<file path="config.mk">
export PLATFORM = sky130hd
export DESIGN_NAME = u2n_out_flat
export DESIGN_NICKNAME = d
export VERILOG_FILES = /design/src/sv/u2n_pkg.sv /design/src/sv/u2n_if.sv /design/src/sv/u2n_out.sv /design/src/flat_wrapper.sv
export VERILOG_INCLUDE_DIRS = /design/src /design/src/sv
export SDC_FILE = /design/constraint.sdc
export NUM_CORES = 1
export LEC_CHECK = 0
export BUFFER_PORTS_ARGS = -buffer_cell sky130_fd_sc_hd__buf_2
export CAP_MARGIN = 20
export CORE_UTILIZATION = 41
export DETAILED_ROUTE_END_ITERATION = 8
export GPL_TIMING_DRIVEN = 1
export PLACE_DENSITY = 0.74
export SLEW_MARGIN = 20
export SYNTH_ARGS = -nofsm -noshare
export SYNTH_HDL_FRONTEND = slang
export SYNTH_SLANG_ARGS = --single-unit
</file>
<file path="constraint.sdc">
create_clock -name clk -period 2.6 [get_ports clk]
set_input_delay 0 -clock clk [delete_from_list [all_inputs] [get_ports clk]]
set_output_delay 0 -clock clk [all_outputs]
set_load 0.005 [all_outputs]
</file>
<file path="src/sv/uyvy_to_nv12_converter_top_assert.svh">
// ----------------------------------------------------------------------------
// uyvy to nv12 converter assertion macros
// shared immediate-consequence and next-cycle property wrappers
// ----------------------------------------------------------------------------
`ifndef UYVY_TO_NV12_CONVERTER_TOP_ASSERT_SVH
`define UYVY_TO_NV12_CONVERTER_TOP_ASSERT_SVH

// same-cycle implication
`define U2N_AST_IMP(lbl, ck, rn, ante, cons, msg) \
  lbl: assert property (@(posedge ck) disable iff (!rn) (ante) |-> (cons)) \
    else $error(msg);

// next-cycle implication
`define U2N_AST_NXT(lbl, ck, rn, ante, cons, msg) \
  lbl: assert property (@(posedge ck) disable iff (!rn) (ante) |=> (cons)) \
    else $error(msg);

`endif

</file>
<file path="src/sv/u2n_pkg.sv">
// ----------------------------------------------------------------------------
// u2n_pkg
// shared widths, register indexes and pipeline types of the converter
// ----------------------------------------------------------------------------
`default_nettype none

package u2n_pkg;

  localparam int BYTE_W       = 8;
  localparam int LUMA_ROW_W   = 12;
  localparam int PAIR_COL_W   = 11;
  localparam int CHROMA_ROW_W = 11;
  localparam int PAIRS_REG_W  = 12;
  localparam int ROWS_REG_W   = 13;
  localparam int CFG_AW       = 3;
  localparam int CFG_DW       = 32;
  localparam int LINE_W       = 2 * BYTE_W;

  localparam logic [15:0] BYTE_MASK = 16'h00FF;

  // register index, taken from paddr[2]
  localparam logic REG_PAIRS = 1'b0;
  localparam logic REG_ROWS  = 1'b1;

  typedef logic [BYTE_W-1:0] byte_t;

  // item held between the input register and the result register
  typedef struct packed {
    byte_t                   chroma_u;
    byte_t                   chroma_v;
    byte_t                   luma_first;
    byte_t                   luma_second;
    logic [LUMA_ROW_W-1:0]   luma_row;
    logic [PAIR_COL_W-1:0]   pair_column;
    logic [CHROMA_ROW_W-1:0] chroma_row;
    logic                    odd_row;
    logic                    last_row;
    logic                    frame_end;
  } s1_t;

  typedef struct packed {
    byte_t                   luma_first_out;
    byte_t                   luma_second_out;
    logic [LUMA_ROW_W-1:0]   luma_row;
    logic [PAIR_COL_W-1:0]   pair_column;
    logic                    chroma_valid;
    byte_t                   chroma_u_out;
    byte_t                   chroma_v_out;
    logic [CHROMA_ROW_W-1:0] chroma_row;
    logic                    frame_end;
  } out_t;

endpackage

`default_nettype wire

</file>
<file path="src/sv/u2n_if.sv">
// ----------------------------------------------------------------------------
// u2n channel interfaces
// valid/ready channels for uyvy macropixel beats and nv12 result beats
// ----------------------------------------------------------------------------
`default_nettype none


interface u2n_out_if;
  logic        valid;
  logic        ready;
  logic [7:0]  luma_first_out;
  logic [7:0]  luma_second_out;
  logic [11:0] luma_row;
  logic [10:0] pair_column;
  logic        chroma_valid;
  logic [7:0]  chroma_u_out;
  logic [7:0]  chroma_v_out;
  logic [10:0] chroma_row;
  logic        frame_end;

  modport source (output valid, output luma_first_out, output luma_second_out,
                  output luma_row, output pair_column, output chroma_valid,
                  output chroma_u_out, output chroma_v_out, output chroma_row,
                  output frame_end, input ready);
  modport sink (input valid, input luma_first_out, input luma_second_out,
                input luma_row, input pair_column, input chroma_valid,
                input chroma_u_out, input chroma_v_out, input chroma_row,
                input frame_end, output ready);
endinterface

`default_nettype wire

</file>
<file path="src/sv/u2n_out.sv">
// ----------------------------------------------------------------------------
// u2n_out
// chroma averaging and result register
// ----------------------------------------------------------------------------
`default_nettype none
`include "uyvy_to_nv12_converter_top_assert.svh"

module u2n_out
  import u2n_pkg::*;
(
  input  wire logic              clk,
  input  wire logic              rst_n,
  input  wire logic              s1_valid,
  input  wire s1_t               s1,
  input  wire logic [LINE_W-1:0] held,
  output logic                   s1_ready,
  u2n_out_if.source              out_ch
);

  logic  out_valid_r, out_valid_nxt;
  out_t  out_r, res;
  logic  load;
  byte_t held_u, held_v;

  function automatic byte_t avg_up(input byte_t a, input byte_t b);
    logic [BYTE_W:0] sum;
    sum = {1'b0, a} + {1'b0, b} + 1'b1;
    return sum[BYTE_W:1];
  endfunction

  assign held_u = held[BYTE_W-1:0];
  assign held_v = held[LINE_W-1:BYTE_W];

  assign s1_ready = !out_valid_r || out_ch.ready;
  assign load     = s1_valid && s1_ready;

  always_comb begin
    res.luma_first_out  = s1.luma_first;
    res.luma_second_out = s1.luma_second;
    res.luma_row        = s1.luma_row;
    res.pair_column     = s1.pair_column;
    res.frame_end       = s1.frame_end;
    res.chroma_valid    = 1'b0;
    res.chroma_u_out    = '0;
    res.chroma_v_out    = '0;
    res.chroma_row      = '0;
    if (s1.odd_row) begin
      res.chroma_valid = 1'b1;
      res.chroma_u_out = avg_up(held_u, s1.chroma_u);
      res.chroma_v_out = avg_up(held_v, s1.chroma_v);
      res.chroma_row   = s1.chroma_row;
    end else if (s1.last_row) begin
      // odd height: last row pairs with itself
      res.chroma_valid = 1'b1;
      res.chroma_u_out = avg_up(s1.chroma_u, s1.chroma_u);
      res.chroma_v_out = avg_up(s1.chroma_v, s1.chroma_v);
      res.chroma_row   = s1.chroma_row;
    end
  end

  always_comb begin
    if (load) begin
      out_valid_nxt = 1'b1;
    end else if (out_ch.ready) begin
      out_valid_nxt = 1'b0;
    end else begin
      out_valid_nxt = out_valid_r;
    end
  end

  always_ff @(posedge clk) begin
    if (!rst_n) begin
      out_valid_r <= 1'b0;
    end else begin
      out_valid_r <= out_valid_nxt;
    end
  end

  always_ff @(posedge clk) begin
    if (load) begin
      out_r <= res;
    end
  end

  assign out_ch.valid           = out_valid_r;
  assign out_ch.luma_first_out  = out_r.luma_first_out;
  assign out_ch.luma_second_out = out_r.luma_second_out;
  assign out_ch.luma_row        = out_r.luma_row;
  assign out_ch.pair_column     = out_r.pair_column;
  assign out_ch.chroma_valid    = out_r.chroma_valid;
  assign out_ch.chroma_u_out    = out_r.chroma_u_out;
  assign out_ch.chroma_v_out    = out_r.chroma_v_out;
  assign out_ch.chroma_row      = out_r.chroma_row;
  assign out_ch.frame_end       = out_r.frame_end;

  `U2N_AST_IMP(a_no_chroma_zero, clk, rst_n, out_valid_r && !out_r.chroma_valid, out_r.chroma_u_out == '0 && out_r.chroma_v_out == '0 && out_r.chroma_row == '0, "chroma fields not cleared without chroma")
  `U2N_AST_IMP(a_chroma_row, clk, rst_n, out_valid_r && out_r.chroma_valid, out_r.chroma_row == out_r.luma_row[LUMA_ROW_W-1:1], "chroma row does not follow luma row")
  `U2N_AST_IMP(a_end_chroma, clk, rst_n, out_valid_r && out_r.frame_end, out_r.chroma_valid, "frame end beat carries no chroma")

endmodule

`default_nettype wire

</file>
<file path="src/flat_wrapper.sv">
// flat-port wrapper written by rule: the top's interface ports become plain ports
module u2n_out_flat import u2n_pkg::*;
  (clk, rst_n, s1_valid, s1, held, s1_ready, out_ch_valid, out_ch_luma_first_out, out_ch_luma_second_out, out_ch_luma_row, out_ch_pair_column, out_ch_chroma_valid, out_ch_chroma_u_out, out_ch_chroma_v_out, out_ch_chroma_row, out_ch_frame_end, out_ch_ready);
  u2n_out_if out_ch_i ();
  input  wire logic clk;
  input  wire logic rst_n;
  input  wire logic s1_valid;
  input  wire s1_t s1;
  input  wire logic [LINE_W-1:0] held;
  output logic s1_ready;
  output wire logic [$bits(out_ch_i.valid)-1:0] out_ch_valid;
  output wire logic [$bits(out_ch_i.luma_first_out)-1:0] out_ch_luma_first_out;
  output wire logic [$bits(out_ch_i.luma_second_out)-1:0] out_ch_luma_second_out;
  output wire logic [$bits(out_ch_i.luma_row)-1:0] out_ch_luma_row;
  output wire logic [$bits(out_ch_i.pair_column)-1:0] out_ch_pair_column;
  output wire logic [$bits(out_ch_i.chroma_valid)-1:0] out_ch_chroma_valid;
  output wire logic [$bits(out_ch_i.chroma_u_out)-1:0] out_ch_chroma_u_out;
  output wire logic [$bits(out_ch_i.chroma_v_out)-1:0] out_ch_chroma_v_out;
  output wire logic [$bits(out_ch_i.chroma_row)-1:0] out_ch_chroma_row;
  output wire logic [$bits(out_ch_i.frame_end)-1:0] out_ch_frame_end;
  input wire logic [$bits(out_ch_i.ready)-1:0] out_ch_ready;
  assign out_ch_valid = out_ch_i.valid;
  assign out_ch_luma_first_out = out_ch_i.luma_first_out;
  assign out_ch_luma_second_out = out_ch_i.luma_second_out;
  assign out_ch_luma_row = out_ch_i.luma_row;
  assign out_ch_pair_column = out_ch_i.pair_column;
  assign out_ch_chroma_valid = out_ch_i.chroma_valid;
  assign out_ch_chroma_u_out = out_ch_i.chroma_u_out;
  assign out_ch_chroma_v_out = out_ch_i.chroma_v_out;
  assign out_ch_chroma_row = out_ch_i.chroma_row;
  assign out_ch_frame_end = out_ch_i.frame_end;
  assign out_ch_i.ready = out_ch_ready;
  u2n_out u_core (.clk(clk), .rst_n(rst_n), .s1_valid(s1_valid), .s1(s1), .held(held), .s1_ready(s1_ready), .out_ch(out_ch_i));
endmodule
</file>
==> flow_metrics.tcl <==
set metrics [dict create \
    outcome "finished, final reports clean" \
    clk_pin_slew_worst_paths_ns 0.07 \
    cts-root-buf "clkbuf_8" \
    cp_cell_sequence "dlygate4sd3_1 > buf_2 > or2_1 > fa_1 > a211o_1 > a21oi_1 > o21ai_1 > a32o_1" \
    mostFrequentLayoutCell "buf_2" \
    slew_headroom_pct 56.6 \
    sequentialPowerShare_pct 47.2 \
    drv_cap 0 \
    design_area_um2 4830 \
    synth_top_area_cell "edfxtp_1" \
    syn_inst 214 \
    p_sw_uw 632 \
    cts_buffer_depth 2 \
    ctsHoldBuffers 61 \
    crit_arrival_ns 2.20 \
    path_max_fanout 3 \
    ys_types 41 \
    port_buffers 158 \
    post_dp_cell_area_um2 3980 \
    post-route-drc-count 0 \
    setup_viol 0 \
    htree_levels 3 \
    worstSetupStartpointType "input pin" \
    io_pins 159 \
    tns_ns 0 \
    maxSlewViolCount 0 \
    vias_per_cell 4.90 \
    critPathBufInv 2 \
    synth_area_um2 3070 \
    grt_pass1_vias 2523 \
    reg2reg_to "u_core.out_ch.luma_row[11]" \
    hold_class "input pin to flip-flop" \
    die-area_um2 7830 \
    worstRegToRegCells 3 \
    placementRows 31 \
    avgSynthCellArea_um2 14.3 \
    post-cts-setup-buffers 0 \
    wire_per_inst_um 14.7 \
    cts_tree "yes" \
    regArea_um2 2060 \
    hold_start "s1[54]" \
    final_nets 545 \
    ys_ff_latch 69 \
    crit_family "compound AO/OA/AOI/OAI gates" \
    dp_hpwl_mm 5.20 \
    gr-usage-all-layers_pct 20.2 \
    holdPathStages 2 \
    synth_flop_cell "edfxtp_1" \
    multi_input_area_um2 958 \
    finalHoldViolCount 0 \
    grt_setup_unrepaired "false" \
    clock_sinks 69 \
    internal-power_uw 2210 \
    setup_ws_ns 0.490 \
    final_cell_mix "158 x buf_2, 68 x edfxtp_1, 61 x dlygate4sd3_1, 16 x nor2b_1, 14 x ha_1" \
    drive_gt1_share_pct 40.5 \
    clk_latency_ns 0.34 \
    antenna_found_initial 0 \
    drtIter0Drc 103 \
    r2r_slack_ns 1.04 \
    min_to "u_core.out_ch.chroma_v_out[1]" \
    synth_nets 319 \
    grt_max_degree 49 \
    synthTopCellsByArea "edfxtp_1 67%, ha_1 5.7%, nor2b_1 3.5%" \
    via_count 2663 \
    firstDrtPassIters 4 \
    grt_pass1_wl_mm 11.6 \
    period_minus_slack_ns 2.11 \
    syn_to_final_growth_pct 57.6 \
    diodes 0 \
    cts_buffers 9 \
    die_width_um 88.5 \
    ant_nets 0 \
    max_freq_mhz 474 \
    combPwrFrac_pct 16.8 \
    cts.repair.resized 0 \
    fillCellCount 526 \
    min_period_over_period_pct 81.2 \
    wirelength_mm 7.99 \
    p_per_area_nw_per_um2 587 \
    core_region_area_um2 7250 \
    overflow 0 \
    async_flop_share_pct 0 \
    skew_ns 0.00432 \
    vdd_drop_max_mv 0.249 \
    initial_core_util_pct 42.3 \
    tightest_slew_ns 0.648 \
    die_height_um 88.5 \
    leakagePower_uw 0.00212 \
    required_ns 2.69 \
    post-place-ws_ns 0.693 \
    endpoint_kind "flip-flop" \
    clkPwrFrac_pct 36.0 \
    yosysTopAreaCellShare_pct 66.6 \
    slowest_delay_ns 0.53 \
    critPathSlowestCell "dlygate4sd3_1" \
    r2r-start "u_core.out_ch.valid" \
    switching_share_pct 22.3 \
    worstSetupPathType "input pin to flip-flop" \
    place_congestion 0.823 \
    synth-edff-count 68 \
    ys_seq_area_share_pct 67.2 \
    yosys_warnings 0 \
]
final cells by class:
class                   count  share of cell area, %
flip-flops and latches     69                   42.7
repair buffers            221                   29.6
multi-input cells         133                   19.8
clock buffers               9                   2.56
well taps                  99                   2.56
clock inverters             6                   2.33
inverters                   6                  0.466
kinds of logic after synthesis:
logic type      Yosys count  synth area share, %
simple gates             57                 9.96
compound gates           50                 11.0
mux                       5                 1.71
fa+ha+maj                16                 7.02
flops                    69                 67.2
buf+inv                  12                 1.63
xor+xnor                  5                 1.43
how the worst max path moves through the flow:
stage                     cells past startpoint                 from                             to
final                                         8               s1[53]  u_core.out_ch.chroma_v_out[7]
after global routing                          8               s1[53]  u_core.out_ch.chroma_v_out[7]
after CTS                                     8               s1[53]  u_core.out_ch.chroma_v_out[7]
after detailed placement                      7              held[8]  u_core.out_ch.chroma_v_out[7]
after global placement                        7              held[8]  u_core.out_ch.chroma_v_out[7]
after floorplan                               2  u_core.out_ch.valid    u_core.out_ch.chroma_row[0]
worst register-to-register path, delay by kind of cell (launching register included):
kind	cells	cell delay, ns
buf+inv	1	0.33
simple gates	2	0.60
flops	1	0.32
cell usage after synthesis, drive strengths merged, types with 2 or more instances:
master / number
mux2: 2
nor2: 10
buf: 4
edfxtp: 68
a21oi: 13
o31ai: 2
a211oi: 2
nand3b: 2
o21ai: 9
nand2: 11
xor2: 5
o211ai: 3
nand2b: 4
a22o: 6
o21a: 2
inv: 6
ha: 14
nand3: 5
clkbuf: 2
nor3: 2
mux2i: 3
fa: 2
nor2b: 17
a22oi: 5
flip-flops by register name, summed over array words and instances (netlist names):
name                           flops
u_core.out_ch.chroma_u_out         8
u_core.out_ch.luma_first_out       8
u_core.out_ch.chroma_v_out         8
u_core.out_ch.chroma_valid         1
u_core.out_ch.pair_column         11
u_core.out_ch.frame_end            1
u_core.out_ch.luma_row            12
u_core.out_ch.valid                1
u_core.out_ch.chroma_row          11
u_core.out_ch.luma_second_out      8
through the flow:
step           instances  util [%]  hold slack [ns]  power (µW)
6_report             543      66.6           0.0302        2840
5_1_grt              543      66.6           0.0330        2960
4_1_cts              543      66.6          0.00433        2850
3_5_place_dp         467      54.9            0.178        1760
3_3_place_gp         467      54.9            0.177        1750
2_1_floorplan        214         -           0.0989        1570
routing by layer:
layer | track usage (%) | up-vias | share of wire (%)
met2 | 36.4 | 138 | 52
met1 | 21.2 | 1233 | 38
met4 | 9.09 | 0 | 2.6
met3 | 7.18 | 21 | 7.8
met5 | 0 | - | 0
li1 | - | 1271 | -
power by group through the flow:
stage	Combinational (µW)	Sequential (µW)	Clock, µW
6_report	478	1340	1020
5_1_grt	529	1340	1090
4_1_cts	473	1340	1050
3_5_place_dp	398	1360	0
3_3_place_gp	387	1360	0
2_1_floorplan	193	1380	0
Note: power is estimated with default switching activity, not from simulation.
