<file path="src/sv/uyvy_to_nv12_converter_top_assert.svh">
// ----------------------------------------------------------------------------
// uyvy to nv12 converter assertion macros
// shared immediate-consequence and next-cycle property wrappers
// ----------------------------------------------------------------------------
`ifndef UYVY_TO_NV12_CONVERTER_TOP_ASSERT_SVH
`define UYVY_TO_NV12_CONVERTER_TOP_ASSERT_SVH

// same-cycle implication
`define U2N_AST_IMP(lbl, ck, rn, ante, cons, msg) \
  lbl: assert property (@(posedge ck) disable iff (!rn) (ante) |-> (cons)) \
    else $error(msg);

// next-cycle implication
`define U2N_AST_NXT(lbl, ck, rn, ante, cons, msg) \
  lbl: assert property (@(posedge ck) disable iff (!rn) (ante) |=> (cons)) \
    else $error(msg);

`endif

</file>
<file path="src/sv/u2n_pkg.sv">
// ----------------------------------------------------------------------------
// u2n_pkg
// shared widths, register indexes and pipeline types of the converter
// ----------------------------------------------------------------------------
`default_nettype none

package u2n_pkg;

  localparam int BYTE_W       = 8;
  localparam int LUMA_ROW_W   = 12;
  localparam int PAIR_COL_W   = 11;
  localparam int CHROMA_ROW_W = 11;
  localparam int PAIRS_REG_W  = 12;
  localparam int ROWS_REG_W   = 13;
  localparam int CFG_AW       = 3;
  localparam int CFG_DW       = 32;
  localparam int LINE_W       = 2 * BYTE_W;

  localparam logic [15:0] BYTE_MASK = 16'h00FF;

  // register index, taken from paddr[2]
  localparam logic REG_PAIRS = 1'b0;
  localparam logic REG_ROWS  = 1'b1;

  typedef logic [BYTE_W-1:0] byte_t;

  // item held between the input register and the result register
  typedef struct packed {
    byte_t                   chroma_u;
    byte_t                   chroma_v;
    byte_t                   luma_first;
    byte_t                   luma_second;
    logic [LUMA_ROW_W-1:0]   luma_row;
    logic [PAIR_COL_W-1:0]   pair_column;
    logic [CHROMA_ROW_W-1:0] chroma_row;
    logic                    odd_row;
    logic                    last_row;
    logic                    frame_end;
  } s1_t;

  typedef struct packed {
    byte_t                   luma_first_out;
    byte_t                   luma_second_out;
    logic [LUMA_ROW_W-1:0]   luma_row;
    logic [PAIR_COL_W-1:0]   pair_column;
    logic                    chroma_valid;
    byte_t                   chroma_u_out;
    byte_t                   chroma_v_out;
    logic [CHROMA_ROW_W-1:0] chroma_row;
    logic                    frame_end;
  } out_t;

endpackage

`default_nettype wire

</file>
<file path="src/sv/u2n_cfg.sv">
// ----------------------------------------------------------------------------
// u2n_cfg
// apb register file for frame geometry, with range clamping
// ----------------------------------------------------------------------------
`default_nettype none

module u2n_cfg
  import u2n_pkg::*;
#(
  parameter int MAX_PAIRS = 2048,
  parameter int MAX_ROWS  = 4096
) (
  input  wire logic                             clk,
  input  wire logic                             rst_n,
  input  wire logic                             psel,
  input  wire logic                             penable,
  input  wire logic                             pwrite,
  input  wire logic [CFG_AW-1:0]                paddr,
  input  wire logic [CFG_DW-1:0]                pwdata,
  output logic      [CFG_DW-1:0]                prdata,
  output logic                                  pready,
  output logic      [$clog2(MAX_PAIRS+1)-1:0]   pairs_eff,
  output logic      [$clog2(MAX_ROWS+1)-1:0]    rows_eff
);

  localparam int PW  = $clog2(MAX_PAIRS + 1);
  localparam int RWE = $clog2(MAX_ROWS + 1);

  logic [PAIRS_REG_W-1:0] pairs_r, pairs_nxt;
  logic [ROWS_REG_W-1:0]  rows_r, rows_nxt;
  logic                   wr_stb;

  assign pready = 1'b1;
  assign wr_stb = psel && penable && pwrite && pready;

  always_comb begin
    pairs_nxt = pairs_r;
    rows_nxt  = rows_r;
    if (wr_stb) begin
      case (paddr[2])
        REG_PAIRS: pairs_nxt = pwdata[PAIRS_REG_W-1:0];
        REG_ROWS:  rows_nxt  = pwdata[ROWS_REG_W-1:0];
        default:   pairs_nxt = pairs_r;
      endcase
    end
  end

  always_ff @(posedge clk) begin
    if (!rst_n) begin
      pairs_r <= PAIRS_REG_W'(960);
      rows_r  <= ROWS_REG_W'(1080);
    end else begin
      pairs_r <= pairs_nxt;
      rows_r  <= rows_nxt;
    end
  end

  always_comb begin
    case (paddr[2])
      REG_PAIRS: prdata = CFG_DW'(pairs_r);
      REG_ROWS:  prdata = CFG_DW'(rows_r);
      default:   prdata = '0;
    endcase
  end

  // zero acts as one, oversize acts as the maximum
  always_comb begin
    if (pairs_r == '0) begin
      pairs_eff = PW'(1);
    end else if (32'(pairs_r) > 32'(MAX_PAIRS)) begin
      pairs_eff = PW'(MAX_PAIRS);
    end else begin
      pairs_eff = PW'(pairs_r);
    end
    if (rows_r == '0) begin
      rows_eff = RWE'(1);
    end else if (32'(rows_r) > 32'(MAX_ROWS)) begin
      rows_eff = RWE'(MAX_ROWS);
    end else begin
      rows_eff = RWE'(rows_r);
    end
  end

endmodule

`default_nettype wire

</file>
<file path="config.mk">
export PLATFORM = sky130hd
export DESIGN_NAME = u2n_cfg
export DESIGN_NICKNAME = d
export VERILOG_FILES = /design/src/sv/uyvy_to_nv12_converter_top_assert.svh /design/src/sv/u2n_pkg.sv /design/src/sv/u2n_cfg.sv
export SDC_FILE = /design/constraint.sdc
export NUM_CORES = 1
export LEC_CHECK = 0
export BUFFER_PORTS_ARGS = -buffer_cell sky130_fd_sc_hd__buf_2
export CORE_MARGIN = 4
export CORE_UTILIZATION = 45
export CTS_CLUSTER_SIZE = 10
export DETAILED_ROUTE_END_ITERATION = 16
export MAX_ROUTING_LAYER = met4
export PLACE_DENSITY_LB_ADDON = 0.1
export RECOVER_POWER = 25
export SETUP_SLACK_MARGIN = 0.5
export SLEW_MARGIN = 20
export SYNTH_ARGS = -nofsm -noshare
export SYNTH_HDL_FRONTEND = slang
export SYNTH_SLANG_ARGS = --single-unit
</file>
<file path="constraint.sdc">
create_clock -name clk -period 2.4 [get_ports clk]
set_input_delay 0.12 -clock clk [delete_from_list [all_inputs] [get_ports clk]]
set_output_delay 0.12 -clock clk [all_outputs]
set_load 0.03 [all_outputs]
</file>
==> out/metrics.csv, run 1 <==
metric;value;unit
synthFlopType;dfxtp_1;
yosysTopAreaCellShare;0.3190;
yosys_warnings;0;
fmax;593.9;MHz
cts_hold_buf;0;
hold_viol;0;
antenna_left;0;
ios;98;
slew_headroom;0.3682;
clock_power_share;0.231;
rsz0062_at_grt;no;
ys_ff_latch;25;
yosys-top-cells-area;dfxtp_1 32%, mux2i_1 16%, nor2b_1 15%, buf_4 10%, mux2_2 7.9%;
internal-power;0.5488;mW
routedWlPerCell;12.91;um
track_usage;0.1677;
tns;0;ns
leakage;0.8073;nW
drv_slew;0;
switching_share;0.3329;
cts-root-buf;clkbuf_4;
fin_cells;273;
worstSetupStartpointType;flop;
path_clk_slew;0.13;ns
coreArea;3363;um^2
fin_crit_sh;0.7016;
worstHoldPathType;input port to flop;
power.total;0.8227;mW
synthesis.area;1569;um^2
drt-initial-drc-count;41;
route.detailed.drc;0;
wirelength;3.525;mm
cts_setup_buffers;0;
port_buffers;56;
place_inst;269;
status;finished, final reports clean;
p_sw;0.2739;mW
die_h;67.05;um
ir_drop;225.4;uV
initial_core_util;0.4665;
clock_path_buffers;2;
via_count;1258;
end_kind;output port;
cts.sinks;25;
async_reset_ff_frac;0;
die-width;67.05;um
fin_worst_skew;0;ns
antenna_found_initial;0;
numCtsBuffers;3;
ys_top_cells_by_count;38 x nor2b_1, 31 x nand2_1, 25 x dfxtp_1, 25 x mux2i_1, 21 x buf_4;
yosys.area.top_type;dfxtp_1;
htreeDepth;1;
yosys.cell_types.count;20;
seq_area_frac_synth;0.3190;
setup_viol;0;
critical_path_class;flop to output port;
cp_max_fo;16;
gr-total-overflow;0;
dp_hpwl;2.639;mm
arrival;1.56;ns
dieArea;4496;um^2
p_seq_frac;0.528;
synth.most_common_cell;nor2b_1;
gp_congestion;0.7693;
syn_area_per_cell;8.669;um^2
period_needed;1.684;ns
vias_per_cell;4.608;
syn_to_final_growth;13.72;%
grt_max_degree;47;
clock_latency;0.31;ns
fin_nets;268;
required;2.28;ns
synth_edf_count;0;
final_layout_size_suffix_gt1_frac;0.3172;
p_per_area;461.1;nW/um^2
grt_pass1_wl;5.637;mm
n_antenna_cell;0;
drv_cap;0;
first_global_vias;1218;
first_pass_iters;4;
tightest_slew;0.9477;ns
syn_inst;181;
cts_tree;yes;
p_comb_frac;0.240;
row_count;21;
==> metal layers <==
layer | part of all wire | wire length (um) | track usage
met5 | 0 | 0 | -
met4 | 0.0082 | 29 | 0.04557
met3 | 0.061 | 214 | 0.02530
met2 | 0.49 | 1718 | 0.2834
met1 | 0.44 | 1563 | 0.2067
==> registers in the layout (all words and copies together) (netlist names) <==
register  count
pairs_r      12
rows_r       13
==> power groups by stage <==
stage,clock network [mW],registers [mW],logic (mW)
floorplan,0,0.440,0.183
CTS,0.199,0.434,0.199
detailed placement,0,0.443,0.199
global route,0.213,0.436,0.214
global placement,0,0.443,0.197
finish,0.190,0.435,0.198
==> cells by family (layout without fill, tap and decap cells) <==
kind of cell    count (synthesis)  in the layout  share of synthesized area
flops                          25             25                     0.3190
mux                            36             36                     0.2384
simple gates                   78             78                     0.2640
compound gates                  3              3                    0.01595
buf+inv                        37             65                     0.1579
other cells                     2             20                   0.004786
==> cell usage in the layout, fill, tap and decap left out <==
cell type,netlist,layout
mux2_2,11,11
and4_1,1,1
a32o_1,1,1
and4b_1,1,1
clkbuf_1,8,3
nor4_1,5,4
and2_1,1,1
mux2i_1,25,25
a41o_1,1,1
nand2_1,31,31
buf_2,3,55
conb_1,2,20
clkbuf_4,0,3
buf_4,21,2
o21ai_0,1,1
nor4_2,0,1
nor2b_1,38,38
dfxtp_1,25,25
nor2_1,1,1
inv_1,2,2
==> worst max-delay path, cell delays in order (launching register included) <==
cell	delay [ns]
dfxtp_1	0.32
buf_4	0.18
nor4_2	0.33
a32o_1	0.22
buf_2	0.20
==> layout make-up <==
cell class	count	area (um^2)
fill	361	1579
multi-input combinational	137	894.6
sequential	25	500.5
timing repair buffer	59	297.8
tap	46	57.56
clock buffer	4	26.28
inverter	2	7.507
==> path summary, 6_finish.rpt <==
| check | slack (ns) | endpoint | depth (start not counted) | start |
|---|---|---|---|---|
| min reg2reg | 0.48 | pairs_r[0] | 2 | pairs_r[0] |
| max | 0.72 | rows_eff[0] | 4 | rows_r[12] |
| max reg2reg | 1.48 | pairs_r[11] | 2 | pairs_r[11] |
| min | 0.04 | rows_r[12] | 3 | pwdata[12] |
==> metrics by stage <==
stage | instance area (um^2) | hold slack (ns) | setup slack (ns) | utilization
6_report | 1784 | 0.03632 | 0.7162 | 0.5305
5_1_grt | 1784 | 0.03178 | 0.6315 | 0.5305
4_1_cts | 1783 | 0.02349 | 0.6054 | 0.5301
3_5_place_dp | 1757 | 0.3777 | 0.8911 | 0.5223
3_3_place_gp | 1757 | 0.3744 | 0.9101 | 0.5223
2_1_floorplan | 1637 | 0.2621 | 1.157 | -
==> what timing repair did <==
item | CTS | global route
resized for setup | 0 | 1
endpoints found under the hold margin | 0 | 0
endpoints found under the setup margin | 0 | 1
(Power assumes the default switching activity.)
==> run 2: changes to the inputs <==
--- a/config.mk
+++ b/config.mk
@@ -5,9 +5,10 @@
 export SDC_FILE = /design/constraint.sdc
 export NUM_CORES = 1
 export LEC_CHECK = 0
+export ABC_AREA = 1
 export BUFFER_PORTS_ARGS = -buffer_cell sky130_fd_sc_hd__buf_2
 export CORE_MARGIN = 4
-export CORE_UTILIZATION = 45
+export CORE_UTILIZATION = 39
 export CTS_CLUSTER_SIZE = 10
 export DETAILED_ROUTE_END_ITERATION = 16
 export MAX_ROUTING_LAYER = met4
==> constraint.sdc (replaced) <==
create_clock -name clk -period 1.4 [get_ports clk]
set_input_delay 0.07 -clock clk [delete_from_list [all_inputs] [get_ports clk]]
set_output_delay 0.07 -clock clk [all_outputs]
set_load 0.03 [all_outputs]
==> run 2 against run 1 <==
Against the previous run: the run now ends with setup timing left; clock power rose by 130%; synthesized cell count rose by 26%; total power rose by 120%; via count rose by 30%.
==> out/metrics.csv, run 2 <==
metric;value;unit
yosys_warnings;0;
ir_drop;701.9;uV
multi_input_area;1129;um^2
gr-total-overflow;0;
period_needed;1.501;ns
synth_edf_count;0;
grt_max_degree;26;
die-width;72.28;um
clock_path_buffers;2;
ys_ff_latch;25;
largest_reg_flops;13;
cts.sinks;25;
async_reset_ff_frac;0;
yosys.cell_types.count;28;
cp_max_fo;5;
drv_slew;0;
design_area;2699;um^2
cts_tree;yes;
p_per_area;668.3;nW/um^2
port_buffers;56;
setup.worst_path.start;pairs_r[2];
grt_pass1_wl;7.307;mm
n_antenna_cell;0;
switching_share;0.3511;
numCtsBuffers;3;
syn_area_per_cell;7.068;um^2
end_kind;output port;
reg2reg_from;rows_r[6];
worstHoldPathType;input port to flop;
arrival;1.43;ns
rr_worst_depth;4;
syn_to_final_growth;67.47;%
row_count;23;
leakage;1.281;nW
ys_top_cells_by_count;39 x nand2_1, 34 x nor2_1, 25 x dfxtp_1, 25 x inv_1, 24 x o21ai_0;
hold_viol;0;
coreArea;4000;um^2
setup_viol;20;
yosys-top-cells-area;dfxtp_1 31%, buf_4 9.3%, nand2_1 9.1%, nor2_1 7.9%, o21ai_0 7.5%;
vias_per_cell;4.656;
first_pass_iters;4;
initial_core_util;0.4029;
largest_registers;rows_r x13, pairs_r x12;
clock_power_share;0.240;
yosysTopAreaCellShare;0.3106;
cts-root-buf;clkbuf_8;
ios;98;
final_common_cell;buf_6;
p_sw;0.6332;mW
first_global_vias;1528;
drt-initial-drc-count;63;
postPlaceCellArea;2033;um^2
final_layout_size_suffix_gt1_frac;0.6325;
track_usage;0.1827;
routedWlPerCell;13.23;um
clock_latency;0.27;ns
gp_congestion;0.8026;
worst_slack;-0.1009;ns
synthesis.area;1612;um^2
route.detailed.drc;0;
dieArea;5224;um^2
die_h;72.28;um
violations;setup timing;
htreeDepth;1;
yosys.area.top_type;dfxtp_1;
synth.most_common_cell;nand2_1;
fmax;666.3;MHz
path_clk_slew;0.09;ns
regMostFlops;rows_r;
regArea;540.5;um^2
synthFlopType;dfxtp_1;
p_seq_frac;0.421;
via_count;1639;
cts_hold_buf;0;
r2r-end;rows_r[6];
critical_path_class;flop to output port;
worstSetupStartpointType;flop;
fin_nets;343;
dp_hpwl;3.302;mm
syn_inst;228;
status;complete, but fails checks;
wirelength;4.657;mm
seq_area_frac_synth;0.3106;
fill_cells;346;
required;1.33;ns
antenna_found_initial;0;
p_comb_frac;0.338;
rrSetupSlack;0.54;ns
fin_hold_ws;0.02569;ns
endpoint;pairs_eff[7];
rsz0062_at_grt;yes;
antenna_left;0;
fin_worst_skew;0;ns
fin_crit_sh;1.072;
fin_cells;352;
place_inst;329;
layout_common_cells;54 x buf_6, 28 x nor2_1, 25 x nand2_1, 20 x conb_1, 20 x dfxtp_2;
drv_cap;0;
power.total;1.804;mW
internal-power;1.170;mW
[run 2: cell types whose count changed after synthesis, sizes merged, moves of 9 or more]
cell	previous run	this run
a21boi	0	9
a21oi	0	17
inv	2	26
mux2	11	0
mux2i	25	0
nand2	31	41
nor2	1	37
nor2b	38	0
o21ai	1	29
[run 2: worst min-delay path by stage]
stage | startpoint | endpoint | slack [ns] | depth (start not counted)
6_report | pwdata[12] | rows_r[12] | 0.03 | 3
3_3_place_gp | pwdata[12] | rows_r[12] | 0.31 | 3
3_5_place_dp | pwdata[12] | rows_r[12] | 0.32 | 3
5_1_grt | pwdata[12] | rows_r[12] | 0.03 | 3
4_1_cts | pwdata[12] | rows_r[12] | 0.03 | 3
2_1_floorplan | rst_n | pairs_r[11] | 0.19 | 2
[run 2: layer usage]
metal | GRT usage | part of all wire
met1 | 0.2246 | 0.41
met2 | 0.3246 | 0.53
met3 | 0.03740 | 0.055
met4 | 0.006263 | 0.0013
met5 | - | 0
[run 2: logic make-up (layout without fill, tap and decap cells)]
family | Yosys count | count (layout) | share of synthesized area
and+or+nand+nor | 83 | 85 | 0.2306
AOI/OAI and AO/OA | 60 | 60 | 0.2430
other | 2 | 20 | 0.004660
buffers and inverters | 58 | 112 | 0.2112
DFF | 25 | 25 | 0.3106
[run 2: power by group through the flow]
stage               Sequential (mW)  Combinational (mW)  Clock [mW]
floorplan                     0.770               0.395           0
global placement              0.776               0.459           0
finish                        0.760               0.610       0.433
CTS                           0.761               0.578       0.448
detailed placement            0.776               0.461           0
global route                  0.763               0.647       0.486
[run 2: worst max-delay path, stage by stage, from the launching register on]
cell	delay, ns
dfxtp_2	0.34
nor2_2	0.10
nand2_1	0.10
nor2_4	0.17
nand2_4	0.14
a21oi_4	0.16
buf_6	0.14
[run 2: cell type report]
| cell class | instances | area share |
|---|---|---|
| multi-input cells | 165 | 0.4182 |
| well taps | 50 | 0.02318 |
| clock buffers | 3 | 0.01530 |
| repair buffers | 82 | 0.2986 |
| clock inverters | 1 | 0.001854 |
| inverters | 26 | 0.04265 |
| flip-flops and latches | 25 | 0.2003 |
[run 2: what timing repair did]
action / CTS / global route
resized for setup: 145 / 32
setup endpoints to repair: 38 / 38
pin swaps: 17 / 8
gates cloned: 2 / 0
setup buffers: 11 / 6
[run 2: stage by stage]
| step | setup WS [ns] | util | TNS [ns] |
|---|---|---|---|
| final | -0.1009 | 0.6747 | -1.361 |
| after global routing | -0.1988 | 0.6747 | -2.999 |
| after global placement | 0.09067 | 0.5083 | 0 |
| after detailed placement | 0.08673 | 0.5083 | 0 |
| after CTS | -0.1172 | 0.6378 | -1.468 |
| after floorplan | 0.2492 | - | 0 |
